**config.mk**
```make
export PLATFORM = sky130hd
export DESIGN_NAME = qes_disc
export DESIGN_NICKNAME = d
export VERILOG_FILES = /design/src/rtl/qes_pkg.sv /design/src/rtl/qes_disc.sv
export SDC_FILE = /design/constraint.sdc
export NUM_CORES = 2
export LEC_CHECK = 0
export BUFFER_PORTS_ARGS = -buffer_cell sky130_fd_sc_hd__buf_2
export CORE_ASPECT_RATIO = 2
export CORE_MARGIN = 2
export CORE_UTILIZATION = 57
export CTS_CLUSTER_DIAMETER = 200
export CTS_CLUSTER_SIZE = 20
export DETAILED_ROUTE_END_ITERATION = 12
export PLACE_DENSITY = 0.83
export SLEW_MARGIN = 30
export SYNTH_ARGS = -nofsm -noshare
export SYNTH_HDL_FRONTEND = slang
export SYNTH_SLANG_ARGS = --single-unit
```
**constraint.sdc**
```tcl
create_clock -name clk -period 12.91 [get_ports clk]
set_clock_uncertainty 0.2 [all_clocks]
set_input_delay 1.291 -clock clk [delete_from_list [all_inputs] [get_ports clk]]
set_output_delay 1.291 -clock clk [all_outputs]
set_load 0.005 [all_outputs]
```
**src/rtl/qes_pkg.sv**
```systemverilog
// Shared types and constants for the quadratic equation solver pipeline.
// No dependencies.
`default_nettype none
package qes_pkg;

  localparam int FRAC_BITS_DEF = 16;
  localparam int COEF_W = 16;
  localparam int ROOT_W = 34;
  localparam int DISC_W = 34;

  typedef enum logic [2:0] {
    ST_TWO    = 3'd0,
    ST_DOUBLE = 3'd1,
    ST_NONE   = 3'd2,
    ST_LINEAR = 3'd3,
    ST_NOSOL  = 3'd4,
    ST_ALLX   = 3'd5
  } st_t;

  typedef struct packed {
    st_t                       st;
    logic signed [COEF_W-1:0]  a;
    logic signed [COEF_W-1:0]  b;
    logic signed [COEF_W-1:0]  c;
  } meta_t;

endpackage
`default_nettype wire

```
**src/rtl/qes_disc.sv**
```systemverilog
// Discriminant and case classification, two register stages.
// Depends on qes_pkg.
`default_nettype none
module qes_disc (
  input  wire logic                              clk,
  input  wire logic                              rst,
  input  wire logic                              en,
  input  wire logic                              in_valid,
  input  wire logic signed [qes_pkg::COEF_W-1:0] a,
  input  wire logic signed [qes_pkg::COEF_W-1:0] b,
  input  wire logic signed [qes_pkg::COEF_W-1:0] c,
  output      logic                              out_valid,
  output      qes_pkg::meta_t                    meta,
  output      logic [qes_pkg::DISC_W-1:0]        disc
);
  import qes_pkg::*;

  logic                      va;
  logic signed [COEF_W-1:0]  a1, b1, c1;
  logic signed [31:0]        bb, ac;
  logic signed [34:0]        d;
  meta_t                     meta_next;

  always_ff @(posedge clk) begin
    if (rst) begin
      va <= 1'b0;
      out_valid <= 1'b0;
    end else if (en) begin
      va <= in_valid;
      out_valid <= va;
    end
  end

  always_ff @(posedge clk) begin
    if (en) begin
      a1 <= a;
      b1 <= b;
      c1 <= c;
      bb <= b * b;
      ac <= a * c;
    end
  end

  always_comb begin
    d = $signed({{3{bb[31]}}, bb}) - ($signed({{3{ac[31]}}, ac}) <<< 2);
    meta_next.a = a1;
    meta_next.b = b1;
    meta_next.c = c1;
    if (a1 == '0) begin
      if (b1 != '0) meta_next.st = ST_LINEAR;
      else if (c1 != '0) meta_next.st = ST_NOSOL;
      else meta_next.st = ST_ALLX;
    end else if (d[34]) begin
      meta_next.st = ST_NONE;
    end else if (d == '0) begin
      meta_next.st = ST_DOUBLE;
    end else begin
      meta_next.st = ST_TWO;
    end
  end

  always_ff @(posedge clk) begin
    if (en) begin
      meta <= meta_next;
      disc <= d[34] ? '0 : d[DISC_W-1:0];
    end
  end

endmodule
`default_nettype wire

```
==> results by group <==
Outcome
  • Outcome: complete, no violations

Drt
  • Detail Route Antenna Nets: 0
  • Via/cell ratio: 5.57
  • Total number of vias: 18,507
  • Wire per inst: 20.6 um
  • 1st-pass router iterations: 5
  • Initial DRC Count: 1,199
  • # DRC: 0
  • Routed WL: 68,400 um

Yosys
  • Seq/Total Area, Yosys: 21.8%
  • Yosys warns: 0
  • Post-synth top cells: 645 x inv_1, 497 x fa_1, 215 x nand2_1
  • Cells after synthesis: 2,596
  • Syn_area_per_cell: 10.4 um2
  • Flops & latches, synth: 196
  • Dominant cell type by area after synthesis: fa_1
  • Post-synth top area share: 37.0%
  • Syn Nets: 3,348
  • Most numerous cell in the Yosys netlist: inv_1
  • Synth cell types: 73
  • Post-synth EDFFs: 194
  • Main synth FF type: edfxtp_1
  • Post-Syn Area: 26,900 um2
  • Ranking of synthesized cells by area: fa_1 37%, edfxtp_1 22%, ha_1 9.4%
  • Post-synthesis async set-or-reset flop share: 0%

Worst setup path
  • RR Endpoint: meta[48]
  • CP Launch Type: primary input
  • Setup CP Type: in -> reg
  • R2R depth: 12
  • Critical Path AT: 8000 ps
  • Worst path required time: 12,940 ps
  • Endpoint type of the worst setup path: flop
  • R2r startpoint: ac[0]
  • Crit-path max FO: 21
  • Flop2flop setup slack: 8430 ps

STA
  • TNS Setup: 0 ps
  • WHS: 254 ps
  • Slew HR: 33.8%
  • Final setup viols: 0
  • Hold Fails Final Rpt: 0
  • Count of pins over their slew limit: 0
  • Unrepaired setup endpoints after global routing: no
  • Crit share post-route: 61.8%
  • FMAX: 125 MHz
  • Tmin final: 7970 ps
  • Worst slew pin tran: 980 ps

Place
  • Buffers on Ports: 136
  • Placed Cells: 3,289
  • Final GP Congestion: 0.962
  • Post-DP HPWL: 55,800 um

Final layout
  • Share of post-route cells with drive strength above 1: 7.13%
  • Nets: 3,433
  • Filler cell count: 3,717
  • Cell Count, Final, Fillers Out: 3,322
  • Area growth, synth to finish: 6.95%

GRT
  • Largest net degree at the start of global routing: 143
  • Total gr overflow: 0
  • Vias in the first global route: 21,157
  • Total Routing Usage GR: 29.6%
  • First-pass GRT wire length: 110,000 um
  • Initial antenna violation count: 0

Min path
  • Hold Path Sink: meta[35]
  • Hold path startpoint: a1[3]
  • Worst hold path type: reg -> reg
  • Worst hold path depth: 0

Floorplanning
  • # rows: 112
  • DIE AREA: 49,100 um2
  • # IOs: 138
  • Initial Util: 57.7%
  • Core ar.: 46,700 um2
  • Die Wd: 158 um
  • DIE HEIGHT: 311 um

Clock network
  • Post-CTS Hold Buffers: 0
  • Post-CTS Setup Bufs: 0
  • CTS Buffer Depth: 2
  • Clock root buffer: clkbuf_16
  • CTS clk-pin slew, worst paths: 90 ps
  • Post-CTS sizing: 0
  • Clock sink total: 196
  • Cts bufs inserted: 17
  • Clock Latency Late Sink: 480 ps
  • Number of H-tree levels: 4
  • CTS tree: yes

Run
  • Max Cap Violations: 0
==> how the worst max path moves through the flow <==
stage	startpoint	end	slack [ps]	cells past startpoint
3_5_place_dp	b[15]	bb[30]	4510	21
4_1_cts	b[15]	bb[30]	4950	21
6_report	b[15]	bb[30]	4940	21
2_1_floorplan	b[15]	bb[30]	5280	22
3_3_place_gp	b[15]	bb[30]	4590	21
5_1_grt	b[15]	bb[30]	4560	21
==> kinds of logic after synthesis <==
family	Yosys count	share of synthesized area, %
muxes	4	0.149
buffers and inverters	717	10.0
xor gates and xnor gates	104	3.38
other	1	0.0139
adders and majority gates	700	46.4
AOI/OAI and AO/OA	246	6.48
and+or+nand+nor	628	11.7
DFF	196	21.8
==> critical path, cell delays in order <==
cell and delay, ps:
buf_2 350, inv_1 370, nor2_1 310, fa_1 620, fa_1 900, fa_1 540
fa_1 520, fa_1 500, inv_1 50, fa_1 470, inv_1 40, ha_1 330
a21o_1 180, a21o_1 170, a21o_1 170, a21oi_1 200, o31a_1 220, nor3_1 70
a2111o_1 390, a21oi_1 190, xnor2_1 90
==> layer usage <==
metal / track usage [%] / part of all wire, % / vias up
met5: 0 / 0 / -
met2: 55.4 / 57 / 718
met3: 4.70 / 4.7 / 305
met1: 28.1 / 30 / 9312
met4: 22.0 / 8.6 / 0
li1: - / - / 8172
==> sequential cells by signal, indices dropped and copies added (netlist names) <==
signal	flops
meta	51
va	1
out_valid	1
c1	16
ac	32
disc	33
bb	30
a1	16
b1	16
==> placed cells by master (no fill, tap or decap), types with 63 or more instances in the layout <==
master,count
ha_1,203
fa_1,497
nor2_1,93
inv_1,645
buf_2,135
edfxtp_1,194
and2_1,174
a21oi_1,63
xnor2_1,87
nand2_1,215
==> layout make-up <==
class	instances	area [um2]	share of cell area [%]
Multi-Input combinational cell	1683	18300	63.7
Sequential cell	196	5870	20.4
Inverter	646	2420	8.42
Tap cell	627	785	2.73
Timing Repair Buffer	137	708	2.46
Clock buffer	17	425	1.48
Clock inverter	15	228	0.791
Antenna cell	1	2.50	0.00869
==> through the flow <==
stage	cell area, um2	utilization (%)	setup slack [ps]
2_1_floorplan	26900	-	5280
3_3_place_gp	28100	60.2	4590
3_5_place_dp	28100	60.3	4510
4_1_cts	28800	61.7	4950
5_1_grt	28800	61.7	4560
6_report	28800	61.7	4940
Power is left out: the tool's default activity adds up to more than one toggle a clock period on the data nets, which glitch-free logic cannot reach.
