<file path="config.mk">
export PLATFORM = sky130hd
export DESIGN_NAME = qes_div
export DESIGN_NICKNAME = d
export VERILOG_FILES = /design/src/rtl/qes_pkg.sv /design/src/rtl/qes_div.sv
export SDC_FILE = /design/constraint.sdc
export NUM_CORES = 2
export LEC_CHECK = 0
export BUFFER_PORTS_ARGS = -buffer_cell sky130_fd_sc_hd__buf_2
export CORE_MARGIN = 4
export CORE_UTILIZATION = 50
export CTS_CLUSTER_DIAMETER = 200
export DETAILED_ROUTE_END_ITERATION = 16
export GPL_TIMING_DRIVEN = 0
export HOLD_SLACK_MARGIN = 0.15
export PLACE_DENSITY = 0.65
export SETUP_SLACK_MARGIN = 0.5
export SLEW_MARGIN = 20
export SYNTH_ARGS = -nofsm -noshare
export SYNTH_HDL_FRONTEND = slang
export SYNTH_SLANG_ARGS = --single-unit
export TNS_END_PERCENT = 20
</file>
<file path="constraint.sdc">
create_clock -name clk -period 5.12 [get_ports clk]
set_input_delay 0.256 -clock clk [delete_from_list [all_inputs] [get_ports clk]]
set_output_delay 0.256 -clock clk [all_outputs]
set_load 0.05 [all_outputs]
</file>
<file path="src/rtl/qes_pkg.sv">
// Shared types and constants for the quadratic equation solver pipeline.
// No dependencies.
`default_nettype none
package qes_pkg;

  localparam int FRAC_BITS_DEF = 16;
  localparam int COEF_W = 16;
  localparam int ROOT_W = 34;
  localparam int DISC_W = 34;

  typedef enum logic [2:0] {
    ST_TWO    = 3'd0,
    ST_DOUBLE = 3'd1,
    ST_NONE   = 3'd2,
    ST_LINEAR = 3'd3,
    ST_NOSOL  = 3'd4,
    ST_ALLX   = 3'd5
  } st_t;

  typedef struct packed {
    st_t                       st;
    logic signed [COEF_W-1:0]  a;
    logic signed [COEF_W-1:0]  b;
    logic signed [COEF_W-1:0]  c;
  } meta_t;

endpackage
`default_nettype wire

</file>
<file path="src/rtl/qes_div.sv">
// Pipelined restoring divider with round-to-nearest (ties away from zero)
// and saturation to the root width. Depends on qes_pkg.
`default_nettype none
module qes_div #(
  parameter int FRAC_BITS = qes_pkg::FRAC_BITS_DEF,
  parameter int SIDE_W = 3,
  localparam int NUMW = 19 + FRAC_BITS
) (
  input  wire logic                          clk,
  input  wire logic                          rst,
  input  wire logic                          en,
  input  wire logic                          in_valid,
  input  wire logic signed [NUMW-1:0]        num,
  input  wire logic signed [17:0]            den,
  input  wire logic [SIDE_W-1:0]             side_in,
  output      logic                          out_valid,
  output      logic signed [qes_pkg::ROOT_W-1:0] quot,
  output      logic [SIDE_W-1:0]             side_out
);
  import qes_pkg::*;

  localparam int NW = NUMW + 1;
  localparam int DW = 18;
  localparam logic [63:0] POS_MAX = 64'd8589934591;
  localparam logic [63:0] NEG_MAX = 64'd8589934592;

  logic [NUMW-1:0]   un;
  logic [17:0]       ud;

  logic              v0, neg0;
  logic [NW-1:0]     n0;
  logic [DW-1:0]     d0;
  logic [SIDE_W-1:0] s0;

  logic              v    [NW];
  logic              ng   [NW];
  logic [NW-1:0]     q    [NW];
  logic [DW-1:0]     rem  [NW];
  logic [DW-1:0]     dv   [NW];
  logic [SIDE_W-1:0] sd   [NW];

  logic [63:0]       qx;

  assign un = num[NUMW-1] ? NUMW'(-num) : NUMW'(num);
  assign ud = den[17] ? 18'(-den) : 18'(den);

  always_ff @(posedge clk) begin
    if (rst) v0 <= 1'b0;
    else if (en) v0 <= in_valid;
  end

  always_ff @(posedge clk) begin
    if (en) begin
      neg0 <= num[NUMW-1] ^ den[17];
      n0 <= {un, 1'b0} + NW'(ud[16:0]);
      d0 <= {ud[16:0], 1'b0};
      s0 <= side_in;
    end
  end

  for (genvar k = 0; k < NW; k++) begin : g_step
    logic              cv, cn;
    logic [NW-1:0]     cq;
    logic [DW-1:0]     crem, cd;
    logic [SIDE_W-1:0] cs;
    logic [DW:0]       sh;
    logic              ge;

    if (k == 0) begin : g_first
      assign cv = v0;
      assign cn = neg0;
      assign cq = n0;
      assign crem = '0;
      assign cd = d0;
      assign cs = s0;
    end else begin : g_next
      assign cv = v[k-1];
      assign cn = ng[k-1];
      assign cq = q[k-1];
      assign crem = rem[k-1];
      assign cd = dv[k-1];
      assign cs = sd[k-1];
    end

    assign sh = {crem, cq[NW-1]};
    assign ge = sh >= {1'b0, cd};

    always_ff @(posedge clk) begin
      if (rst) v[k] <= 1'b0;
      else if (en) v[k] <= cv;
    end

    always_ff @(posedge clk) begin
      if (en) begin
        ng[k] <= cn;
        q[k] <= {cq[NW-2:0], ge};
        rem[k] <= ge ? DW'(sh - {1'b0, cd}) : sh[DW-1:0];
        dv[k] <= cd;
        sd[k] <= cs;
      end
    end
  end

  assign qx = {{(64-NW){1'b0}}, q[NW-1]};

  always_ff @(posedge clk) begin
    if (rst) out_valid <= 1'b0;
    else if (en) out_valid <= v[NW-1];
  end

  always_ff @(posedge clk) begin
    if (en) begin
      side_out <= sd[NW-1];
      if (ng[NW-1]) begin
        quot <= (qx > NEG_MAX) ? {1'b1, {(ROOT_W-1){1'b0}}} : ROOT_W'(-qx);
      end else begin
        quot <= (qx > POS_MAX) ? {1'b0, {(ROOT_W-1){1'b1}}} : qx[ROOT_W-1:0];
      end
    end
  end

endmodule
`default_nettype wire

</file>
==> summary.md <==
| Metric | Value |
|---|---|
| Outcome | finished clean |
| Post-synthesis cell type count | just over 90 |
| Synth top area cells | edfxtp_1 68%, ha_1 6.3%, inv_1 2.5%, a21oi_1 2.4%, xnor2_1 2.3% |
| Switching share of power | 0.319 |
| CTS max path bufs | 4 |
| Starting density of the core | 0.504 |
| Total grt overflow | 0 |
| First-pass GRT wire length | roughly 370000 um |
| RSZ-0062 raised after global routing | false |
| Max Cap Viol | 0 |
| Largest net degree at the start of global routing | 159 |
| Worst min path class | input port to flop |
| Initial DRC count | about 4600 |
| TritonRoute pass-1 iters | 6 |
| Critical path type | input port to flop |
| Detailed Route WL | 237000 um |
| EDFF count, synth | around 2800 |
| Hpwl dp | 170000 um |
| Hold Path Stages | 3 |
| CP peak stage delay | 0.58 ns |
| Syn avg cell area | between 10 and 15 um2 |
| Skew final | roughly 0.074 ns |
| PwrDens | about 580 nW/um2 |
| Die extent in x | 501 um |
| GRT Resource Usage Total | 0.187 |
| Async SR Flop Fraction | 0 |
| Seq/Total Area, Yosys | 0.682 |
| Worst path slowest cell | or4_1 |
| Detail Route Antenna Nets | 0 |
| CTS tree | yes |
| Max frequency | about 220 MHz |
| Critical path launch point type | input port |
| Worst r2r path cells | 10 |
| Clock network power share | 0.269 |
| Area after DPL | about 130000 um2 |
| Final Hold Viols | 0 |
| Crit path cell chain | dlygate4sd3_1 -> buf_2 -> or4_4 -> or3_1 -> or4_1 -> o31ai_1 -> xnor2_1 -> ha_1 -> a21oi_1 -> or3b_1 -> o21ai_4 -> nor3_1 -> xnor2_1 -> dlygate4sd3_1 |
| Setup Fix Bufs, Post-CTS | 0 |
| H-tree levels | 5 |
| Fin crit share | 0.877 |
| # DRC | 0 |
| Reg clk slew, reported paths | approximately 0.06 ns |
| DR WL/cell | 19.0 um |
| Reg2reg setup slack | between 0.8 and 0.9 ns |
| Worst rel slew slack | 0.240 |
| Core footprint | between 200000 and 250000 um2 |
| Ports | roughly 100 |
| #FFs+latches synth | around 2800 |
| Total CTS buffers | just over 300 |
| IO buf count | 90 |
| Combinational share of power | 0.318 |
| DIE AREA | around 250000 um2 |
| NumNets Final | roughly 9800 |
| Pleak | 51.5 nW |
| Root cell of the clock tree | clkbuf_16 |
| Vias in the first global route | 66800 |
| Power share of the sequential group | 0.413 |
| Sw Pwr | ~25 mW |
| CP endpoint kind | flop |
| Synth area leader | edfxtp_1 |
| Synth Instances | ~8500 |
| WP data arrival | 5.13 ns |
| Via count | approximately 68000 |
| Vias per cell | 5.42 |
| WP data required | about 5.8 ns |
| Primary FF master, synth | edfxtp_1 |
| Initial antenna violation count | 9 |
| Clk sinks | between 2000 and 3000 |
| Worst vdd ir | ~0.3 mV |
| Chip height | approximately 500 um |
| Final total power | between 70 and 80 mW |
| Area grow syn2layout | 12.8% |
| Final Cell Area | 137000 um2 |
| Cell area after synthesis | 121000 um2 |
| CP max FO | 5 |
| YS warnings | 0 |
| Slew Viols, Final | 0 |
| Synth top area share | 0.682 |
| Share of post-route cells with drive strength above 1 | 0.0910 |
| Routability cong. | 0.876 |
| Worst-skew pair later-pin latency | about 0.9 ns |
| Worst Tran Pin Value | roughly 1.1 ns |
| Final setup viols | 0 |
| # rows | 180 |
| Final min period | between 4 and 5 ns |
| Int Pwr | between 50 and 60 mW |
| Filler cells | ~19000 |
## power groups by stage
stage | logic [mW] | registers [mW] | clock network, mW
floorplan | 18.4 | 31.9 | 0
detailed placement | 24.8 | 33.0 | 0
CTS | 25.1 | 32.6 | 22.0
global route | 28.0 | 33.0 | 22.9
global placement | 24.6 | 34.9 | 0
finish | 25.1 | 32.6 | 21.2
## area by class of cell
class | count | area [um2] | area share
Clock buffer | 362 | 8060 | 0.0588
Clock inverter | 171 | 1730 | 0.0127
Sequential cell | 2761 | 82900 | 0.605
Antenna cell | 6 | 15.0 | 0.000110
Tap cell | 3185 | 3990 | 0.0291
Buffer | 166 | 654 | 0.00477
Inverter | 794 | 2980 | 0.0217
Timing Repair Buffer | 183 | 1750 | 0.0127
Multi-Input combinational cell | 4835 | 35000 | 0.255
## worst paths after layout
check / from / end
worst min register to register: q[5][1]$_DFFE_PP_ / q[6][2]$_DFFE_PP_
worst max-delay path: den[10] / g_step[0].cq[20]$_DFFE_PP_
worst min-delay path: den[17] / d0[7]$_DFFE_PP_
worst max register to register: q[35][0]$_DFFE_PP_ / quot[21]$_DFFE_PP_
## through the flow
stage / cells / TNS [ns] / setup slack, ns / hold slack (ns) / util
final: 12500 / 0 / 0.628 / 0.239 / 0.568
after global routing: 12500 / 0 / 0.519 / 0.217 / 0.568
after CTS: 12500 / 0 / 0.522 / 0.169 / 0.568
after detailed placement: 11900 / -10.61 / -0.727 / 0.405 / 0.524
after global placement: 11800 / - / -41.30 / 0.400 / 0.522
after floorplan: 8556 / 0 / 0.728 / 0.328 / -
## logic make-up (layout without fill, tap and decap cells)
kind of cell,Yosys count,count (layout),synth area share
AOI/OAI and AO/OA,1608,1608,0.0827
xor gates and xnor gates,515,515,0.0373
adders and majority gates,647,647,0.0688
buffers and inverters,960,1676,0.0299
DFF,2761,2761,0.682
muxes,237,237,0.0213
other,1,14,0.0000309
and+or+nand+nor,1820,1820,0.0775
## synthesized netlist by cell type (all sizes together), types with 29 or more instances
| cell type | instances |
|---|---|
| nor4b | 29 |
| o21a | 130 |
| edfxtp | 2759 |
| mux2 | 174 |
| o31a | 31 |
| nand2 | 311 |
| inv | 793 |
| xor2 | 194 |
| o41ai | 56 |
| mux2i | 63 |
| clkbuf | 125 |
| nand4 | 130 |
| and3 | 59 |
| o21bai | 44 |
| nand2b | 110 |
| a21o | 91 |
| or2 | 73 |
| and2 | 47 |
| nor3 | 169 |
| fa | 35 |
| a2111oi | 31 |
| nand4b | 29 |
| o21ai | 334 |
| buf | 41 |
| nand3 | 111 |
| a211o | 29 |
| xnor2 | 320 |
| nor4 | 91 |
| o311ai | 31 |
| a21oi | 591 |
| nor2b | 110 |
| a31oi | 112 |
| nor2 | 455 |
| or3 | 53 |
| ha | 611 |
## flip-flops by register name, summed over array words and instances, names as in the netlist, 16 cells and up
register and flops:
rem 630, v 36, dv 561, ng 36, quot 34, sd 108, q 1295, d0 16
g_step.cq 36
## what timing repair did
action                     CTS  global route
gates resized for setup      2             9
hold buffers                73             0
setup endpoints to repair   14            20
hold endpoints to repair   197             0
## cell usage in the layout, fill, tap and decap left out, types with 112 or more instances in the layout
| cell | count |
|---|---|
| nor3_1 | 168 |
| nor2_1 | 455 |
| nand4_1 | 130 |
| a31oi_1 | 112 |
| inv_1 | 793 |
| clkbuf_1 | 169 |
| nand2_1 | 311 |
| o21ai_0 | 325 |
| xor2_1 | 193 |
| clkbuf_16 | 315 |
| mux2_2 | 173 |
| edfxtp_1 | 2759 |
| a21oi_1 | 589 |
| xnor2_1 | 320 |
| o21a_1 | 130 |
| ha_1 | 611 |
## metal layers
| layer | track usage | part of all wire | wire length, um |
|---|---|---|---|
| met2 | 0.314 | 0.48 | 114000 |
| met3 | 0.0247 | 0.036 | 8590 |
| met4 | 0.0608 | 0.031 | 7370 |
| met1 | 0.255 | 0.45 | 107000 |
| met5 | 0 | 0.000055 | 13 |
## critical path, delay by kind of cell
| kind | cells | cell delay (ns) |
|---|---|---|
| buf+inv | 3 | 1.22 |
| compound gates | 3 | 0.77 |
| simple gates | 5 | 2.07 |
| xor+xnor | 2 | 0.44 |
| fa+ha+maj | 1 | 0.38 |
No activity file was read; power rests on OpenSTA's default activity.
